**config.mk**
```make
export PLATFORM = sky130hd
export DESIGN_NAME = url_percent_encoder
export DESIGN_NICKNAME = d
export VERILOG_FILES = /design/src/upe_pkg.sv /design/src/url_percent_encoder.sv /design/src/upe_front.sv /design/src/upe_serial.sv
export SDC_FILE = /design/constraint.sdc
export NUM_CORES = 1
export LEC_CHECK = 0
export ABC_AREA = 1
export BUFFER_PORTS_ARGS = -buffer_cell sky130_fd_sc_hd__clkbuf_2
export CAP_MARGIN = 20
export CORE_UTILIZATION = 50
export CTS_CLUSTER_SIZE = 24
export DETAILED_ROUTE_END_ITERATION = 7
export PLACE_DENSITY = 0.74
export SLEW_MARGIN = 10
export SYNTH_ARGS = -nofsm -noshare
export SYNTH_HDL_FRONTEND = slang
export SYNTH_SLANG_ARGS = --single-unit
```
**constraint.sdc**
```tcl
create_clock -name clk -period 1.7 [get_ports clk]
set_clock_uncertainty 0.15 [all_clocks]
set_input_delay 0.085 -clock clk [delete_from_list [all_inputs] [get_ports clk]]
set_output_delay 0.085 -clock clk [all_outputs]
set_load 0.02 [all_outputs]
```
**src/upe_pkg.sv**
```systemverilog
// URL percent encoder package: payload structs, phase codes, character constants.
// Holds the byte classification and hex digit helpers. No dependencies.
package upe_pkg;

  typedef enum logic [2:0] {
    PH_SCHEME = 3'd0,
    PH_SLASH1 = 3'd1,
    PH_HOST   = 3'd2,
    PH_PATH   = 3'd3,
    PH_QUERY  = 3'd4,
    PH_FRAG   = 3'd5
  } phase_t;

  localparam logic [7:0] CH_SLASH   = 8'h2F;
  localparam logic [7:0] CH_QUEST   = 8'h3F;
  localparam logic [7:0] CH_HASH    = 8'h23;
  localparam logic [7:0] CH_AMP     = 8'h26;
  localparam logic [7:0] CH_EQUAL   = 8'h3D;
  localparam logic [7:0] CH_PERCENT = 8'h25;
  localparam logic [7:0] CH_TILDE   = 8'h7E;
  localparam logic [7:0] CH_DASH    = 8'h2D;
  localparam logic [7:0] CH_UNDER   = 8'h5F;
  localparam logic [7:0] CH_DOT     = 8'h2E;

  typedef struct packed {
    logic [7:0] in_byte;
    logic       end_of_string;
  } in_t;

  typedef struct packed {
    logic [7:0] out_byte;
    logic       last_of_run;
    logic       string_done;
  } out_t;

  // Front register contents handed to the serializer.
  typedef struct packed {
    logic [7:0] data;
    logic       eos;
    logic       escape;
  } front_t;

  function automatic logic is_unreserved(input logic [7:0] b);
    logic res;
    res = (b >= 8'h61 && b <= 8'h7A) || (b >= 8'h41 && b <= 8'h5A) ||
          (b >= 8'h30 && b <= 8'h39) ||
          b == CH_DASH || b == CH_UNDER || b == CH_DOT || b == CH_TILDE;
    return res;
  endfunction

  function automatic logic [7:0] hex_digit(input logic [3:0] n);
    logic [7:0] res;
    if (n < 4'd10) begin
      res = 8'h30 + {4'd0, n};
    end else begin
      res = 8'h37 + {4'd0, n};
    end
    return res;
  endfunction

endpackage

```
**src/url_percent_encoder.sv**
```systemverilog
// URL percent encoder top level: input stage feeding the output serializer.
// Depends on upe_pkg, upe_front, upe_serial.
//
// Usage:
//   item channel (item_valid/item_ready/item): one raw URL byte per beat,
//   with end_of_string set on the final byte of a URL.
//   res channel (res_valid/res_ready/res): one encoded byte per beat.
//   Each input byte yields one beat, or three ('%' and two uppercase hex
//   digits) when escaped; last_of_run marks the final beat of an input,
//   string_done the final beat of a URL.
// Path: an accepted input beat moves through the input register into the result register.
// Throughput: one result beat per cycle while res_ready is high; the output
//   serializer sets this.
// Reset: rst (synchronous) empties both registers and returns the phase
//   tracker to the scheme phase.
// Stall: while res_ready is low the result beat holds; one further input
//   beat is buffered in the input register, then item_ready drops.
module url_percent_encoder (
  input  logic           clk,
  input  logic           rst,
  input  logic           item_valid,
  output logic           item_ready,
  input  upe_pkg::in_t   item,
  output logic           res_valid,
  input  logic           res_ready,
  output upe_pkg::out_t  res
);

  logic            f_valid;
  logic            f_take;
  upe_pkg::front_t f_data;

  upe_front u_front (
    .clk        (clk),
    .rst        (rst),
    .item_valid (item_valid),
    .item_ready (item_ready),
    .item       (item),
    .f_valid    (f_valid),
    .f_take     (f_take),
    .f_data     (f_data)
  );

  upe_serial u_serial (
    .clk       (clk),
    .rst       (rst),
    .f_valid   (f_valid),
    .f_take    (f_take),
    .f_data    (f_data),
    .res_valid (res_valid),
    .res_ready (res_ready),
    .res       (res)
  );

endmodule

```
**src/upe_front.sv**
```systemverilog
// Input stage: phase tracker and input register with the escape decision.
// Depends on upe_pkg.
module upe_front (
  input  logic             clk,
  input  logic             rst,
  input  logic             item_valid,
  output logic             item_ready,
  input  upe_pkg::in_t     item,
  output logic             f_valid,
  input  logic             f_take,
  output upe_pkg::front_t  f_data
);

  upe_pkg::phase_t phase, phase_next;
  logic            fv;
  logic            accept;
  logic            escape;
  logic            unres;
  logic [7:0]      b;

  assign b          = item.in_byte;
  assign item_ready = !fv || f_take;
  assign accept     = item_valid && item_ready;
  assign f_valid    = fv;
  assign unres      = upe_pkg::is_unreserved(b);

  always_comb begin
    phase_next = phase;
    unique case (phase)
      upe_pkg::PH_SLASH1: if (b == upe_pkg::CH_SLASH) phase_next = upe_pkg::PH_HOST;
      upe_pkg::PH_HOST:   if (b == upe_pkg::CH_SLASH) phase_next = upe_pkg::PH_PATH;
      upe_pkg::PH_PATH:   if (b == upe_pkg::CH_QUEST) phase_next = upe_pkg::PH_QUERY;
      upe_pkg::PH_QUERY:  if (b == upe_pkg::CH_HASH) phase_next = upe_pkg::PH_FRAG;
      upe_pkg::PH_FRAG:   phase_next = upe_pkg::PH_FRAG;
      default: begin
        if (b == upe_pkg::CH_SLASH) phase_next = upe_pkg::PH_SLASH1;
        else phase_next = upe_pkg::PH_SCHEME;
      end
    endcase
    if (item.end_of_string) phase_next = upe_pkg::PH_SCHEME;
  end

  always_comb begin
    unique case (phase)
      upe_pkg::PH_PATH:
        escape = !unres && b != upe_pkg::CH_SLASH && b != upe_pkg::CH_QUEST;
      upe_pkg::PH_QUERY:
        escape = !unres && b != upe_pkg::CH_AMP && b != upe_pkg::CH_EQUAL &&
                 b != upe_pkg::CH_HASH;
      upe_pkg::PH_FRAG:
        escape = !unres;
      default:
        escape = 1'b0;
    endcase
  end

  always_ff @(posedge clk) begin
    if (rst) begin
      fv    <= 1'b0;
      phase <= upe_pkg::PH_SCHEME;
    end else if (accept) begin
      fv    <= 1'b1;
      phase <= phase_next;
    end else if (f_take) begin
      fv <= 1'b0;
    end
  end

  always_ff @(posedge clk) begin
    if (accept) begin
      f_data.data   <= b;
      f_data.eos    <= item.end_of_string;
      f_data.escape <= escape;
    end
  end

endmodule

```
**src/upe_serial.sv**
```systemverilog
// Output stage: result register that emits one byte, or '%' and two hex digits.
// Depends on upe_pkg.
module upe_serial (
  input  logic             clk,
  input  logic             rst,
  input  logic             f_valid,
  output logic             f_take,
  input  upe_pkg::front_t  f_data,
  output logic             res_valid,
  input  logic             res_ready,
  output upe_pkg::out_t    res
);

  logic       rv;
  logic [1:0] pos;
  logic [7:0] data;
  logic       eos;
  logic       escape;
  logic       last_now;

  assign last_now  = !escape || pos == 2'd2;
  assign f_take    = f_valid && (!rv || (res_ready && last_now));
  assign res_valid = rv;

  always_comb begin
    unique case (pos)
      2'd0:    res.out_byte = escape ? upe_pkg::CH_PERCENT : data;
      2'd1:    res.out_byte = upe_pkg::hex_digit(data[7:4]);
      default: res.out_byte = upe_pkg::hex_digit(data[3:0]);
    endcase
    res.last_of_run = last_now;
    res.string_done = last_now && eos;
  end

  always_ff @(posedge clk) begin
    if (rst) begin
      rv  <= 1'b0;
      pos <= 2'd0;
    end else if (f_take) begin
      rv  <= 1'b1;
      pos <= 2'd0;
    end else if (rv && res_ready) begin
      if (last_now) rv <= 1'b0;
      else pos <= pos + 2'd1;
    end
  end

  always_ff @(posedge clk) begin
    if (f_take) begin
      data   <= f_data.data;
      eos    <= f_data.eos;
      escape <= f_data.escape;
    end
  end

endmodule
```
=== Word level (Yosys, flattened, before mapping) ===
Cells that the tools add are included.
Widths: inputs -> output; s select.

* Bits in registers: 27
* Bits in latches: 0
* Bits in writable memories: 0
* ROM bits: 0
* Input port bits: 13
* Memories kept: 0

* Add/sub/neg operators: 5
* Multiply operators: 0
* Div/mod/pow operators: 0
* Magnitude comparators: 8
* Equality and inequality tests: 23
* Shift operators: 0
* Mux-type cells: 17
* Bitwise gates (word level): 1
* Reduce and logical (&&, ||, !) cells: 34

{| class="wikitable"
|+ Operators with widths
! operator !! number
|-
| $eq 8x6->1 const B || 5
|-
| $ne 8x6->1 const B || 5
|-
| $add 6x4->7 const A || 4
|-
| $mux 8 || 3
|-
| $eq 8x7->1 const B || 2
|-
| $ge 8x7->1 const B || 2
|-
| $le 8x7->1 const B || 2
|-
| $pmux 8 s2 || 1
|-
| $mux 3 || 5
|-
| $pmux 3 s5 || 1
|-
| $logic_and 1x1->1 || 13
|-
| $ne 3x2->1 const B || 4
|-
| $logic_or 1x1->1 || 9
|-
| $ge 8x6->1 const B || 1
|-
| $le 8x6->1 const B || 1
|-
| $lt 4x4->1 const B || 2
|-
| $eq 3x2->1 const B || 2
|-
| $eq 3x3->1 const B || 2
|-
| $mux 1 || 6
|-
| $reduce_bool 2->1 || 3
|-
| $reduce_and 5->1 || 1
|-
| $logic_not 1->1 || 4
|-
| $reduce_and 2->1 || 2
|-
| $eq 3x1->1 const B || 1
|-
| other kinds (7) || 7
|}

=== Depth between registers and ports, before layout ===
* Depth in word-level cells: 13
* Gate-level depth with buffers: 10
* Gate-level depth less buffers: 10

=== Cells and area by module ===
From an unflattened synthesis, not the netlist that was laid out.

* Cell total of the unflattened synthesis: 229
* Area total of the unflattened synthesis: 1717.9 um^2

{| class="wikitable"
|+ By module, submodules not included
! module !! times used !! cells each !! area an instance (um^2) !! seq. area each (um^2)
|-
| upe_serial || 1 || 120 || 874.6 || 360.3
|-
| upe_front || 1 || 109 || 843.3 || 380.4
|}

=== Worst setup path after synthesis ===
No wires, ideal clock.

* Path type: register to register
* Start point: reg u_serial.pos[0]
* End point: reg u_front.phase[0]
* Library setup time: 0.064 ns
* Arrival: 1.712 ns
* Data required time: 1.486 ns
* Setup slack: -0.226 ns
* Cell stages (with the launch flop): 10
* Path buffers: 0
* Clock period less this slack: 1.926 ns
* Path through: dfxtp_1 > inv_1 > ha_1 > nand3b_1 > nand2_1 > a21oi_1 > nand2_1 > nor2_2 > nor2_1 > nor2_1

* Cells in the longest elaborated chain, start to end: 8

{| class="wikitable"
|+ Ends and longest elaborated chain
! element !! line !! source
|-
| start, declared || upe_serial.sv:15 || <nowiki>logic [1:0] pos;</nowiki>
|-
| start signal, assigned || upe_serial.sv:44 || <nowiki>else pos <= pos + 2'd1;</nowiki>
|-
| $eq 2x2->1 || upe_serial.sv:21 || <nowiki>assign last_now = !escape || pos == 2'd2;</nowiki>
|-
| $logic_or 1x1->1 || upe_serial.sv:21 ||
|-
| $logic_and 1x1->1 || upe_serial.sv:22 || <nowiki>assign f_take = f_valid && (!rv || (res_ready && last_now));</nowiki>
|-
| $logic_or 1x1->1 || upe_serial.sv:22 ||
|-
| $logic_and 1x1->1 || upe_serial.sv:22 ||
|-
| $logic_or 1x1->1 || upe_front.sv:22 || <nowiki>assign item_ready = !fv || f_take;</nowiki>
|-
| $logic_and 1x1->1 || upe_front.sv:23 || <nowiki>assign accept = item_valid && item_ready;</nowiki>
|-
| via u_front.accept || upe_front.sv:16 || <nowiki>logic accept;</nowiki>
|-
| $reduce_and 5->1 (no source line) || - ||
|-
| end signal, assigned || upe_front.sv:60 || <nowiki>phase <= upe_pkg::PH_SCHEME;</nowiki>
|-
| end signal, assigned || upe_front.sv:63 || <nowiki>phase <= phase_next;</nowiki>
|-
| end, declared || upe_front.sv:14 || <nowiki>upe_pkg::phase_t phase, phase_next;</nowiki>
|}

The timed path passes the listed nets, and every way through them passes these cells.
A chain may end at the register's enable or synchronous reset.

==> out/metrics.yaml <==
slew-limit-headroom_pct: 83.38
synthesis.area_um2: 1628
r2r-start: "u_serial.pos[0]"
ys_seq_area_share_pct: 45.50
post-route-drc-count: 0
grt_pass1_wl_mm: 5.671
antenna_found_initial: 0
dieWidth_um: 59.06
clockBufferDepth: 2
ir_worst_vdd_uv: 331.0
synth_fp_nets: 234
rrSetupSlack_ns: -0.07
dp_hpwl_mm: 2.341
cts_tree: "done"
grt_max_degree: 16
synth_top_family_by_area: "simple AND/OR/NAND/NOR gates"
synth_compound_gate_area_share_pct: 8.839
finalWirelength_mm: 3.615
cts_sinks: 27
crit_required_ns: 1.46
syn_to_final_growth_pct: 44.12
layout.nets: 296
die_area_um2: 3488
num_io_pins: 25
hold_depth: 0
drive_gt1_share_pct: 35.02
root_buffer: "clkbuf_4"
rows: 20
drt-vias-per-instance: 4.972
diodes: 0
synthesis.instances: 216
hold_start: "u_front.f_data[2]"
ys_ff_latch: 27
rsz0062_at_grt: "yes"
drt_iter0_drc: 77
p_leak_nw: 1.063
clk_latency_ns: 0.31
syn_area_per_cell_um2: 7.536
yosysUniqueCellTypes: 21
drt-wirelength-per-cell_um: 11.26
hold_violations: 0
synthAdderAreaFrac_pct: 3.843
overflow: 0
numCtsBuffers: 3
startpoint_type: "register"
clock.fmax_ghz: 0.5524
dr.pass1.iters: 4
yosys_warnings: 0
maxCapViolCount: 0
core-area_um2: 3078
vias: 1596
fillers: 237
violations: "setup timing"
whs_ns: 0.2729
holdPathEnd: "u_serial.data[0]"
synth_xor_area_share_pct: 0
pre_cts_slack_ns: -0.0002656
final_cell_mix: "nand2_1, inv_1, nand3_1"
worstPathArrival_ns: 1.58
layout_min_cycle_time_ns: 1.810
numPortBuffers: 24
ant_nets: 0
max_slew.worst_pin.slew_ns: 0.2467
grt_usage_pct: 21.56
endpoint_kind: "output port"
initial_core_util_pct: 52.89
fin_crit_sh_pct: 106.5
synthSimpleGateAreaFrac_pct: 32.82
crit_type: "reg2out"
die_h_um: 59.06
cts-htree-levels: 1
setup_viol: 19
slew_violations: 0
r2r-end: "u_front.phase[0]"
hold_class: "reg2reg"
synth.area.mux_share_pct: 0
cp_max_fo: 6
finalWorstSetupSlack_ns: -0.1103
grt_pass1_vias: 1433
clk_pin_slew_ns: 0.13
r2r_cells: 10
mostFrequentLayoutCell: "nand2_1"
gp_congestion: 0.9027
status: "complete, but fails checks"
pwr_density_cell_nw_per_um2: 606.1
critical path, stage by stage (launching register included):
cell	delay, ns
dfxtp_4	0.41
inv_4	0.05
ha_4	0.17
nor2_4	0.10
buf_6	0.13
nand2_4	0.06
nand2_1	0.06
nand2_1	0.05
nand3_1	0.08
clkbuf_8	0.14
routing by layer:
metal / up-vias / GRT usage [%] / part of all wire [%]
met5: - / 0 / 0
met3: 4 / 2.620 / 1.1
li1: 835 / - / -
met4: 0 / 10.54 / 0.89
met1: 727 / 24.05 / 42
met2: 30 / 40.26 / 56
through the flow:
| stage | std cells | area (µm²) | total power, W | utilization, % | TNS (ns) |
|---|---|---|---|---|---|
| floorplan | 216 | 1645 | 0.0009826 | - | 0 |
| global placement | 286 | 1852 | 0.001068 | 60.16 | 0 |
| global route | 321 | 2346 | 0.001504 | 76.22 | -2.969 |
| detailed placement | 286 | 1852 | 0.001072 | 60.16 | -0.0002656 |
| finish | 321 | 2346 | 0.001422 | 76.22 | -1.387 |
| CTS | 315 | 2192 | 0.001389 | 71.22 | -0.9769 |
sequential cells by signal, indices dropped and copies added (netlist names):
signal and count:
u_serial.escape 1, u_serial.res_valid 1, u_serial.pos 2, u_front.f_valid 1, u_front.phase 3, u_serial.eos 1, u_serial.data 8, u_front.f_data 10
cell families (layout without fill, tap and decap cells):
group | after synthesis | after routing
buffers and inverters | 38 | 99
AOI/OAI and AO/OA | 26 | 26
adders and majority gates | 5 | 5
DFF | 27 | 27
and+or+nand+nor | 120 | 120
how the worst max path moves through the flow:
stage	start	end	slack [ns]	depth (start not counted)
after floorplan	u_serial.pos[1]	res[2]	0.02	6
after global placement	u_serial.pos[0]	u_front.phase[2]	0.10	10
after detailed placement	u_serial.pos[0]	u_front.phase[2]	-0.0003	10
after CTS	u_serial.pos[0]	res[3]	-0.09	9
after global routing	u_serial.pos[0]	res[3]	-0.21	9
final	u_serial.pos[0]	res[3]	-0.11	9
Yosys cell counts:
master / instances / area share, %
o221ai_1: 1 / 0.54
o211ai_1: 3 / 1.4
o21ai_0: 12 / 3.7
buf_4: 1 / 0.46
nand4_1: 3 / 1.2
nor2_1: 26 / 6.0
nor2_4: 2 / 1.4
nand3_1: 26 / 8.0
dfxtp_1: 7 / 8.6
inv_1: 35 / 8.1
nor3_1: 4 / 1.2
clkbuf_1: 1 / 0.23
nor2_2: 2 / 0.77
a21oi_1: 9 / 2.8
nand3b_1: 1 / 0.46
nand2_2: 6 / 2.3
nand2_1: 50 / 12
inv_2: 1 / 0.23
ha_1: 5 / 3.8
edfxtp_1: 20 / 37
a22oi_1: 1 / 0.46
final cells by class:
cell class / instances / area [µm²] / share of cell area (%)
clock buffer: 3 / 22.52 / 0.9600
multi-input combinational: 151 / 880.8 / 37.55
sequential: 27 / 745.7 / 31.79
tap: 44 / 55.05 / 2.347
timing repair buffer: 59 / 496.7 / 21.17
inverter: 36 / 140.1 / 5.973
clock inverter: 1 / 5.005 / 0.2133
timing repair:
item	in CTS	in global routing
pin swaps	6	13
resized for setup	35	38
hold endpoints to repair	16	0
setup endpoints to repair	13	23
buffers inserted	13	6
hold buffers	12	0
report_power, final:
group          switching (W)  internal (W)  total (W)
Sequential         0.0000290      0.000752   0.000781
Combinational       0.000216      0.000172   0.000388
Clock               0.000165     0.0000878   0.000253
Note: power is estimated with default switching activity, not from simulation.
